**config.mk**
```make
export PLATFORM = sky130hd
export DESIGN_NAME = iou_cost_matrix_unit
export DESIGN_NICKNAME = d
export VERILOG_FILES = /design/src/sv/icm_pkg.sv /design/src/sv/iou_cost_matrix_unit.sv /design/src/sv/icm_ram.sv /design/src/sv/icm_mul.sv /design/src/sv/icm_div.sv
export SDC_FILE = /design/constraint.sdc
export NUM_CORES = 2
export LEC_CHECK = 0
export BUFFER_PORTS_ARGS = -buffer_cell sky130_fd_sc_hd__buf_2
export CAP_MARGIN = 5
export CORE_MARGIN = 2
export CORE_UTILIZATION = 60
export DETAILED_ROUTE_END_ITERATION = 8
export PLACE_DENSITY_LB_ADDON = 0.15
export REMOVE_ABC_BUFFERS = 1
export SLEW_MARGIN = 20
export SYNTH_ARGS = -nofsm -noshare
export SYNTH_HDL_FRONTEND = slang
export SYNTH_HIERARCHICAL = 1
export SYNTH_SLANG_ARGS = --single-unit
```
**constraint.sdc**
```tcl
create_clock -name aclk -period 9.4 [get_ports aclk]
set_input_delay 0.94 -clock aclk [delete_from_list [all_inputs] [get_ports aclk]]
set_output_delay 0.94 -clock aclk [all_outputs]
set_load 0.02 [all_outputs]
```
**src/sv/icm_pkg.sv**
```systemverilog
// shared types, widths and codes for the iou cost matrix block
`default_nettype none

package icm_pkg;

    localparam int FUNC_W         = 2;
    localparam int COORD_W        = 14;
    localparam int SIZE_W         = 13;
    localparam int BOX_W          = 2 * COORD_W + 2 * SIZE_W;
    localparam int S_TDATA_W      = ((BOX_W + 7) / 8) * 8;
    localparam int TRACK_INDEX_W  = 6;
    localparam int COST_W         = 17;
    localparam int M_FIELDS_W     = TRACK_INDEX_W + COST_W;
    localparam int M_TDATA_W      = ((M_FIELDS_W + 7) / 8) * 8;
    localparam int AREA_W         = 2 * SIZE_W;
    localparam int UNION_W        = AREA_W + 1;
    localparam int MAX_TRACKS_DEF = 64;

    localparam logic [COST_W-1:0] COST_ONE = COST_W'(65536);

    typedef enum logic [FUNC_W-1:0] {
        FUNC_CLEAR  = 2'd0,
        FUNC_APPEND = 2'd1,
        FUNC_QUERY  = 2'd2
    } func_t;

    // left in the lowest bits, height in the highest
    typedef struct packed {
        logic        [SIZE_W-1:0]  height;
        logic        [SIZE_W-1:0]  width;
        logic signed [COORD_W-1:0] top;
        logic signed [COORD_W-1:0] left;
    } box_t;

endpackage

`default_nettype wire

```
**src/sv/iou_cost_matrix_unit.sv**
```systemverilog
// iou cost matrix top level: track store, geometry, serial area and cost units
//
// usage: beats on the s_ channel carry a function code in s_tuser and a box
// in s_tdata. clear empties the track store, append stores one track box
// (dropped when the store is full), query compares a detection box against
// every stored track and returns one m_ beat per track in index order, with
// m_tlast on the final track. cost = 65536 - floor(inter * 65536 / union),
// 65536 when the union is zero.
// clear and append are done as the beat is accepted. a query walks each stored
// track through the ram read, geometry, three parallel bit-serial area
// multipliers, union, the bit-serial divider, then the output
// register. s_tready is high only between items; a query on an empty store
// returns nothing. the output register lets the next track start while a
// result waits, and a stalled m_ side holds the engine before the next load.
// reset clears the track count, the state machine and the output valid; the
// ram needs no clearing since only written entries are ever read.
`default_nettype none

module iou_cost_matrix_unit
    import icm_pkg::*;
#(
    parameter int MAX_TRACKS = MAX_TRACKS_DEF
) (
    input  wire logic                 aclk,
    input  wire logic                 aresetn,
    // input beats
    input  wire logic                 s_tvalid,
    output logic                      s_tready,
    input  wire logic [S_TDATA_W-1:0] s_tdata,   // box_left, box_top, box_width, box_height
    input  wire logic [FUNC_W-1:0]    s_tuser,   // func
    // result beats
    output logic                      m_tvalid,
    input  wire logic                 m_tready,
    output logic [M_TDATA_W-1:0]      m_tdata,   // track_index, cost
    output logic                      m_tlast    // last
);

    localparam int IDX_W  = (MAX_TRACKS > 1) ? $clog2(MAX_TRACKS) : 1;
    localparam int CNT_W  = $clog2(MAX_TRACKS + 1);
    localparam int EDGE_W = COORD_W + 2;

    typedef enum logic [2:0] {
        S_IDLE,
        S_READ,
        S_GEOM,
        S_MUL,
        S_UNION,
        S_DIV,
        S_EMIT
    } state_t;

    state_t             state_reg, state_next;
    logic [CNT_W-1:0]   count_reg, count_next;
    logic [IDX_W-1:0]   idx_reg, idx_next;
    box_t               det_reg, det_next;
    logic               zero_reg, zero_next;
    logic               out_valid_reg, out_valid_next;
    logic [IDX_W-1:0]   out_idx_reg, out_idx_next;
    logic [COST_W-1:0]  out_cost_reg, out_cost_next;
    logic               out_last_reg, out_last_next;

    logic               in_fire;
    func_t              func;
    box_t               in_box;
    logic               ram_we;
    logic [BOX_W-1:0]   ram_rdata;
    box_t               trk;

    // geometry of the overlap
    logic signed [COORD_W-1:0] x1, y1;
    logic signed [EDGE_W-1:0]  a_r, b_r, a_b, b_b, x2, y2, dx, dy;
    logic [SIZE_W-1:0]         iw, ih;

    // serial units
    logic               mul_start;
    logic               mul_trk_done, mul_det_done, mul_int_done, mul_done;
    logic [AREA_W-1:0]  area_trk, area_det, area_int;
    logic [UNION_W-1:0] uni;
    logic               div_start, div_done;
    logic [COST_W-1:0]  quo;

    logic               out_load;
    logic               is_last;

    assign in_fire = s_tvalid && s_tready;
    assign func    = func_t'(s_tuser);
    assign in_box  = box_t'(s_tdata[BOX_W-1:0]);
    assign trk     = box_t'(ram_rdata);

    // track store: written at the fill count, read at the walk index
    icm_ram #(
        .WIDTH (BOX_W),
        .DEPTH (MAX_TRACKS)
    ) u_ram (
        .aclk  (aclk),
        .we    (ram_we),
        .waddr (count_reg[IDX_W-1:0]),
        .wdata (s_tdata[BOX_W-1:0]),
        .raddr (idx_reg),
        .rdata (ram_rdata)
    );

    // overlap edges: max of lefts/tops, min of rights/bottoms
    always_comb begin
        x1  = (trk.left > det_reg.left) ? trk.left : det_reg.left;
        y1  = (trk.top > det_reg.top) ? trk.top : det_reg.top;
        a_r = {{2{trk.left[COORD_W-1]}}, trk.left} + {3'b000, trk.width};
        b_r = {{2{det_reg.left[COORD_W-1]}}, det_reg.left} + {3'b000, det_reg.width};
        a_b = {{2{trk.top[COORD_W-1]}}, trk.top} + {3'b000, trk.height};
        b_b = {{2{det_reg.top[COORD_W-1]}}, det_reg.top} + {3'b000, det_reg.height};
        x2  = (a_r < b_r) ? a_r : b_r;
        y2  = (a_b < b_b) ? a_b : b_b;
        dx  = x2 - {{2{x1[COORD_W-1]}}, x1};
        dy  = y2 - {{2{y1[COORD_W-1]}}, y1};
        // empty overlap when either extent is zero or negative
        iw  = (!dx[EDGE_W-1] && (dx != '0)) ? dx[SIZE_W-1:0] : '0;
        ih  = (!dy[EDGE_W-1] && (dy != '0)) ? dy[SIZE_W-1:0] : '0;
    end

    // three areas in parallel, one multiplier bit per cycle
    icm_mul #(.W(SIZE_W)) u_mul_trk (
        .aclk    (aclk),
        .aresetn (aresetn),
        .start   (mul_start),
        .a       (trk.width),
        .b       (trk.height),
        .done    (mul_trk_done),
        .product (area_trk)
    );

    icm_mul #(.W(SIZE_W)) u_mul_det (
        .aclk    (aclk),
        .aresetn (aresetn),
        .start   (mul_start),
        .a       (det_reg.width),
        .b       (det_reg.height),
        .done    (mul_det_done),
        .product (area_det)
    );

    icm_mul #(.W(SIZE_W)) u_mul_int (
        .aclk    (aclk),
        .aresetn (aresetn),
        .start   (mul_start),
        .a       (iw),
        .b       (ih),
        .done    (mul_int_done),
        .product (area_int)
    );

    assign mul_done = mul_trk_done && mul_det_done && mul_int_done;

    // union never drops below the intersection, so the quotient fits 0..65536
    assign uni = UNION_W'(area_trk) + UNION_W'(area_det) - UNION_W'(area_int);

    icm_div #(
        .NUM_W (UNION_W),
        .QUO_W (COST_W)
    ) u_div (
        .aclk    (aclk),
        .aresetn (aresetn),
        .start   (div_start),
        .num     (UNION_W'(area_int)),
        .den     (uni),
        .done    (div_done),
        .quo     (quo)
    );

    assign out_load = (state_reg == S_EMIT) && (!out_valid_reg || m_tready);
    assign is_last  = (CNT_W'(idx_reg) + CNT_W'(1)) == count_reg;

    always_comb begin
        state_next     = state_reg;
        count_next     = count_reg;
        idx_next       = idx_reg;
        det_next       = det_reg;
        zero_next      = zero_reg;
        out_idx_next   = out_idx_reg;
        out_cost_next  = out_cost_reg;
        out_last_next  = out_last_reg;
        out_valid_next = out_valid_reg && !m_tready;
        ram_we         = 1'b0;
        mul_start      = 1'b0;
        div_start      = 1'b0;

        case (state_reg)
            S_IDLE: begin
                if (in_fire) begin
                    case (func)
                        FUNC_CLEAR: begin
                            count_next = '0;
                        end
                        FUNC_APPEND: begin
                            // full store drops the box
                            if (count_reg < CNT_W'(MAX_TRACKS)) begin
                                ram_we     = 1'b1;
                                count_next = count_reg + 1'b1;
                            end
                        end
                        FUNC_QUERY: begin
                            det_next = in_box;
                            if (count_reg != '0) begin
                                idx_next   = '0;
                                state_next = S_READ;
                            end
                        end
                        default: begin
                        end
                    endcase
                end
            end
            S_READ: begin
                state_next = S_GEOM;
            end
            S_GEOM: begin
                mul_start  = 1'b1;
                state_next = S_MUL;
            end
            S_MUL: begin
                if (mul_done) begin
                    state_next = S_UNION;
                end
            end
            S_UNION: begin
                div_start  = 1'b1;
                zero_next  = (uni == '0);
                state_next = S_DIV;
            end
            S_DIV: begin
                if (div_done) begin
                    state_next = S_EMIT;
                end
            end
            S_EMIT: begin
                if (out_load) begin
                    out_valid_next = 1'b1;
                    out_idx_next   = idx_reg;
                    out_cost_next  = zero_reg ? COST_ONE : (COST_ONE - quo);
                    out_last_next  = is_last;
                    if (is_last) begin
                        state_next = S_IDLE;
                    end else begin
                        idx_next   = idx_reg + 1'b1;
                        state_next = S_READ;
                    end
                end
            end
            default: begin
                state_next = S_IDLE;
            end
        endcase
    end

    always_ff @(posedge aclk) begin
        if (!aresetn) begin
            state_reg     <= S_IDLE;
            count_reg     <= '0;
            idx_reg       <= '0;
            out_valid_reg <= 1'b0;
        end else begin
            state_reg     <= state_next;
            count_reg     <= count_next;
            idx_reg       <= idx_next;
            out_valid_reg <= out_valid_next;
        end
        det_reg      <= det_next;
        zero_reg     <= zero_next;
        out_idx_reg  <= out_idx_next;
        out_cost_reg <= out_cost_next;
        out_last_reg <= out_last_next;
    end

    assign s_tready = (state_reg == S_IDLE);
    assign m_tvalid = out_valid_reg;
    assign m_tdata  = M_TDATA_W'({out_cost_reg, TRACK_INDEX_W'(out_idx_reg)});
    assign m_tlast  = out_last_reg;

    // fill count never passes the store depth
    assert property (@(posedge aclk) disable iff (!aresetn)
        count_reg <= CNT_W'(MAX_TRACKS))
        else $error("track count above store depth");

    // the walk only visits written entries
    assert property (@(posedge aclk) disable iff (!aresetn)
        (state_reg != S_IDLE) |-> (CNT_W'(idx_reg) < count_reg))
        else $error("track walk past fill count");

    // a result never exceeds a cost of one
    assert property (@(posedge aclk) disable iff (!aresetn)
        out_valid_reg |-> (out_cost_reg <= COST_ONE))
        else $error("cost out of range");

    // the divider only starts once all three areas are in
    assert property (@(posedge aclk) disable iff (!aresetn)
        div_start |-> $past(mul_done))
        else $error("division started before areas were ready");

endmodule

`default_nettype wire

```
**src/sv/icm_ram.sv**
```systemverilog
// generic single write port ram with registered read
`default_nettype none

module icm_ram
    import icm_pkg::*;
#(
    parameter int WIDTH = BOX_W,
    parameter int DEPTH = MAX_TRACKS_DEF
) (
    input  wire logic                                   aclk,
    input  wire logic                                   we,
    input  wire logic [(DEPTH > 1 ? $clog2(DEPTH) : 1)-1:0] waddr,
    input  wire logic [WIDTH-1:0]                       wdata,
    input  wire logic [(DEPTH > 1 ? $clog2(DEPTH) : 1)-1:0] raddr,
    output logic      [WIDTH-1:0]                       rdata
);

    logic [WIDTH-1:0] mem [DEPTH];

    always_ff @(posedge aclk) begin
        if (we) begin
            mem[waddr] <= wdata;
        end
        rdata <= mem[raddr];
    end

endmodule

`default_nettype wire

```
**src/sv/icm_mul.sv**
```systemverilog
// bit-serial shift-add multiplier, one multiplier bit per cycle
`default_nettype none

module icm_mul
    import icm_pkg::*;
#(
    parameter int W = SIZE_W
) (
    input  wire logic           aclk,
    input  wire logic           aresetn,
    input  wire logic           start,
    input  wire logic [W-1:0]   a,
    input  wire logic [W-1:0]   b,
    output logic                done,
    output logic [2*W-1:0]      product
);

    localparam int CW = $clog2(W + 1);

    logic           busy_reg, busy_next;
    logic           done_reg, done_next;
    logic [CW-1:0]  cnt_reg, cnt_next;
    logic [2*W-1:0] mcand_reg, mcand_next;
    logic [W-1:0]   mplier_reg, mplier_next;
    logic [2*W-1:0] prod_reg, prod_next;

    always_comb begin
        busy_next   = busy_reg;
        done_next   = 1'b0;
        cnt_next    = cnt_reg;
        mcand_next  = mcand_reg;
        mplier_next = mplier_reg;
        prod_next   = prod_reg;
        if (start) begin
            busy_next   = 1'b1;
            cnt_next    = CW'(W);
            mcand_next  = (2*W)'(a);
            mplier_next = b;
            prod_next   = '0;
        end else if (busy_reg) begin
            if (mplier_reg[0]) begin
                prod_next = prod_reg + mcand_reg;
            end
            mcand_next  = {mcand_reg[2*W-2:0], 1'b0};
            mplier_next = {1'b0, mplier_reg[W-1:1]};
            cnt_next    = cnt_reg - 1'b1;
            if (cnt_reg == CW'(1)) begin
                busy_next = 1'b0;
                done_next = 1'b1;
            end
        end
    end

    always_ff @(posedge aclk) begin
        if (!aresetn) begin
            busy_reg <= 1'b0;
            done_reg <= 1'b0;
            cnt_reg  <= '0;
        end else begin
            busy_reg <= busy_next;
            done_reg <= done_next;
            cnt_reg  <= cnt_next;
        end
        mcand_reg  <= mcand_next;
        mplier_reg <= mplier_next;
        prod_reg   <= prod_next;
    end

    assign done    = done_reg;
    assign product = prod_reg;

endmodule

`default_nettype wire

```
**src/sv/icm_div.sv**
```systemverilog
// restoring divider, one quotient bit per cycle; expects num below twice den
`default_nettype none

module icm_div
    import icm_pkg::*;
#(
    parameter int NUM_W = UNION_W,
    parameter int QUO_W = COST_W
) (
    input  wire logic             aclk,
    input  wire logic             aresetn,
    input  wire logic             start,
    input  wire logic [NUM_W-1:0] num,
    input  wire logic [NUM_W-1:0] den,
    output logic                  done,
    output logic [QUO_W-1:0]      quo
);

    localparam int CW = $clog2(QUO_W + 1);

    logic             busy_reg, busy_next;
    logic             done_reg, done_next;
    logic             first_reg, first_next;
    logic [CW-1:0]    cnt_reg, cnt_next;
    logic [NUM_W-1:0] rem_reg, rem_next;
    logic [NUM_W-1:0] den_reg, den_next;
    logic [QUO_W-1:0] quo_reg, quo_next;

    logic [NUM_W:0]   shifted;
    logic [NUM_W+1:0] diff;
    logic             ge;

    // first step takes the integer bit, later steps shift the remainder
    assign shifted = first_reg ? {1'b0, rem_reg} : {rem_reg, 1'b0};
    assign diff    = {1'b0, shifted} - {2'b00, den_reg};
    assign ge      = !diff[NUM_W+1];

    always_comb begin
        busy_next  = busy_reg;
        done_next  = 1'b0;
        first_next = first_reg;
        cnt_next   = cnt_reg;
        rem_next   = rem_reg;
        den_next   = den_reg;
        quo_next   = quo_reg;
        if (start) begin
            busy_next  = 1'b1;
            first_next = 1'b1;
            cnt_next   = CW'(QUO_W);
            rem_next   = num;
            den_next   = den;
            quo_next   = '0;
        end else if (busy_reg) begin
            first_next = 1'b0;
            rem_next   = ge ? diff[NUM_W-1:0] : shifted[NUM_W-1:0];
            quo_next   = {quo_reg[QUO_W-2:0], ge};
            cnt_next   = cnt_reg - 1'b1;
            if (cnt_reg == CW'(1)) begin
                busy_next = 1'b0;
                done_next = 1'b1;
            end
        end
    end

    always_ff @(posedge aclk) begin
        if (!aresetn) begin
            busy_reg  <= 1'b0;
            done_reg  <= 1'b0;
            first_reg <= 1'b0;
            cnt_reg   <= '0;
        end else begin
            busy_reg  <= busy_next;
            done_reg  <= done_next;
            first_reg <= first_next;
            cnt_reg   <= cnt_next;
        end
        rem_reg <= rem_next;
        den_reg <= den_next;
        quo_reg <= quo_next;
    end

    assign done = done_reg;
    assign quo  = quo_reg;

endmodule

`default_nettype wire

```
==> impl_results.md <==
* Clock sink total at 3898
* Via density at 6.78
* Initial antenna violation count at 40
* DPL Wire Length at 254000 um
* Die area at 272000 sq um
* Post-cts sizing count at 0
* Initial Util at 60.2%
* Most common cell in the netlist: edfxtp_1
* Max stage delay on crit path at 0.45 ns
* Critical path startpoint: det_reg[14]
* Routability congestion estimate at 0.928
* Fmax achieved at 129 MHz
* Max-slew violations at 0
* Setup Fix Bufs, Post-CTS at 0
* Top cells by count, synth: edfxtp_1 (3667), mux4_2 (936), nor2_1 (399)
* Total grt overflow at 0
* Final Hold Fails at 0
* Number of synthesized register bits at 3898
* Final nets at 9230
* CP arrival at 8.44 ns
* GRT Util Overall at 32.1%
* Share of layout cells above drive strength 1 at 23.0%
* TritonCTS buffer count at 389
* Share of the synthesized area in the top cell type at 68.5%
* Vias at 86339
* Worst vdd ir at 249 uV
* Sum of negative setup slack at 0 ns
* Largest net degree at the start of global routing at 125
* Clock Skews at 0.0532 ns
* Rows at 190
* Die H at 522 um
* Fillers at 17373
* Avg WL per Cell at 34.1 um
* Crit path max fanout at 14
* RSZ-0062 raised after global routing: false
* Synth area leader: edfxtp_1
* Pre-CTS WS at 1.67 ns
* Final Power at 0.0400 W
* Clock Path Buffers at 4
* Mapped Cells at 8579
* CP Launch Type: flip-flop
* Rel. slew slack at 19.5%
* Root Driver: clkbuf_16
* Max FFs per register at 3456
* Grt met3 use at 6.25%
* Tcrit/Tclk final at 82.4%
* Syn. warnings at 6
* Port Buffer Count at 85
* Die Wd at 522 um
* Critical path required time at 10.09 ns
* CTS tree: done
* Post-Route Utilization at 66.8%
* Worst-skew pair later-pin latency at 0.97 ns
* Syn Area/Cell at 18.8 sq um
* Sequential share of the synthesized area at 71.3%
* Max-Cap Viols at 0
* Cell seen most often among critical-path stages: o21ai_0
* Vias in the first global route at 85003
* Final setup vio count at 0
* DRT Wirelength at 435000 um
* DRC errors left at 0
* RR Startpoint: det_reg[14]
* Hold crit path type: in2reg
* CTS Hold Buffers Added at 0
* 1st-pass router iterations at 5
* Slowest library cell on the worst path: a221oi_1
* Core area at 267000 sq um
* Post-synth ARST share at 0%
* CP endpoint kind: flip-flop
* H-tree depth at 5
* Hold_sp: m_tready
* Area Growth Syn to Fin at 11.0%
* Ports at 89
* Crit path time final at 7.75 ns
* Worst Max-Slew Pin Slew at 1.21 ns
* Leakage at 57.2 nW
* Status: finished, final reports clean
* Post-DRT Antenna Nets at 0
* DRT iter0 DRCs at 11630
* Synthesized area at 161000 sq um
* Setup WS post-layout at 1.65 ns
* Synth Flop Type: edfxtp_1
* GRT met1 Usage at 45.7%
* Post-synth EDFFs at 3667
* First-pass GRT wire length at 617000 um
* Ranking of synthesized cells by area: edfxtp_1 (68%), mux4_2 (13%), dfxtp_1 (2.9%)
* Routing usage on met2 at 50.1%
* PD cells at 224 nW/um^2
* Synth unique cells at 113
* Crit path kind: reg2reg
* Layer with the highest usage: met2
* Clock transition at the registers of the reported paths at 0.06 ns
critical path: cells and delay by family (launching register included):
family / cells / cell delay, ns
simple gates: 3 / 0.61
mux: 3 / 0.70
flops: 1 / 0.42
compound gates: 16 / 3.49
buf+inv: 2 / 0.31
fa+ha+maj: 5 / 1.70
xor+xnor: 1 / 0.26
cells by family after synthesis:
logic type                 after synthesis  share of synthesized area [%]
muxes                                 1257                           15.2
other                                    1                        0.00233
and+or+nand+nor                       1131                           3.33
DFF                                   3898                           71.3
adders and majority gates              317                           2.63
AOI/OAI and AO/OA                     1098                           4.49
xor gates and xnor gates               193                           1.06
buffers and inverters                  684                           1.94
final cells by class:
type                       instances  area [sq um]  share of cell area [%]
tap                             3552          4440                    2.49
timing repair buffer             303          2360                    1.32
clock inverter                   215          2030                    1.14
multi-input combinational       3998         43600                    24.4
sequential                      3898        115000                    64.3
inverter                         263           990                   0.554
clock buffer                     501         10400                    5.82
antenna                           11          27.5                  0.0154
worst paths after layout:
check / end / slack (ns) / depth (start not counted)
worst min-delay path: m_tvalid / 0.40 / 3
worst max-delay path: u_mul_int/mplier_reg[5] / 1.65 / 30
worst min register to register: u_mul_det/product[3] / 0.48 / 2
worst max register to register: u_mul_int/mplier_reg[5] / 1.65 / 30
cells in the final DEF, fill, tap and decap left out, types with 15 or more instances in the layout:
cell type / n
dfxtp_1: 225
or3_1: 25
ha_1: 279
nor2b_1: 52
a21boi_0: 20
o21bai_1: 29
and2_1: 32
mux2_2: 156
xnor2_1: 113
o21a_1: 30
nand2b_1: 25
nor3_1: 61
clkbuf_1: 93
a31oi_1: 51
o21ai_1: 15
o211ai_1: 15
inv_1: 262
edfxtp_1: 3667
and3_1: 23
buf_2: 50
fa_1: 36
o21ai_0: 164
nand3_1: 75
o221ai_1: 56
a21o_1: 73
nor2_1: 336
nand4_1: 35
clkinv_1: 75
nor2_4: 63
nand2_1: 290
a21oi_1: 301
clkinv_2: 73
buf_4: 238
xor2_1: 79
a211oi_1: 30
clkbuf_16: 394
mux4_2: 936
bufinv_16: 27
mux2i_1: 156
o22ai_1: 169
metal layers:
| layer | vias up | routed length [um] | share of wire (%) |
|---|---|---|---|
| met1 | 45136 | 164000 | 38 |
| met4 | 18 | 17800 | 4.1 |
| met2 | 4921 | 205000 | 47 |
| met5 | - | 117 | 0.027 |
| met3 | 844 | 47500 | 11 |
| li1 | 35420 | - | - |
stage by stage:
stage               cell area [sq um]  hold WS, ns  instances
CTS                            178000        0.336      12727
global route                   179000        0.427      12735
floorplan                      159000        0.449       8159
detailed placement             166000        0.471      12011
finish                         179000        0.395      12741
global placement               166000        0.464      12010
where the power goes:
group          internal (W)  total (W)  leakage, nW  switching, W
Sequential           0.0195     0.0198         34.9      0.000291
Clock               0.00859     0.0152         6.07       0.00656
Combinational       0.00203    0.00511         16.3       0.00308
Total                0.0301     0.0400         57.2       0.00993
Note: power is estimated with default switching activity, not from simulation.
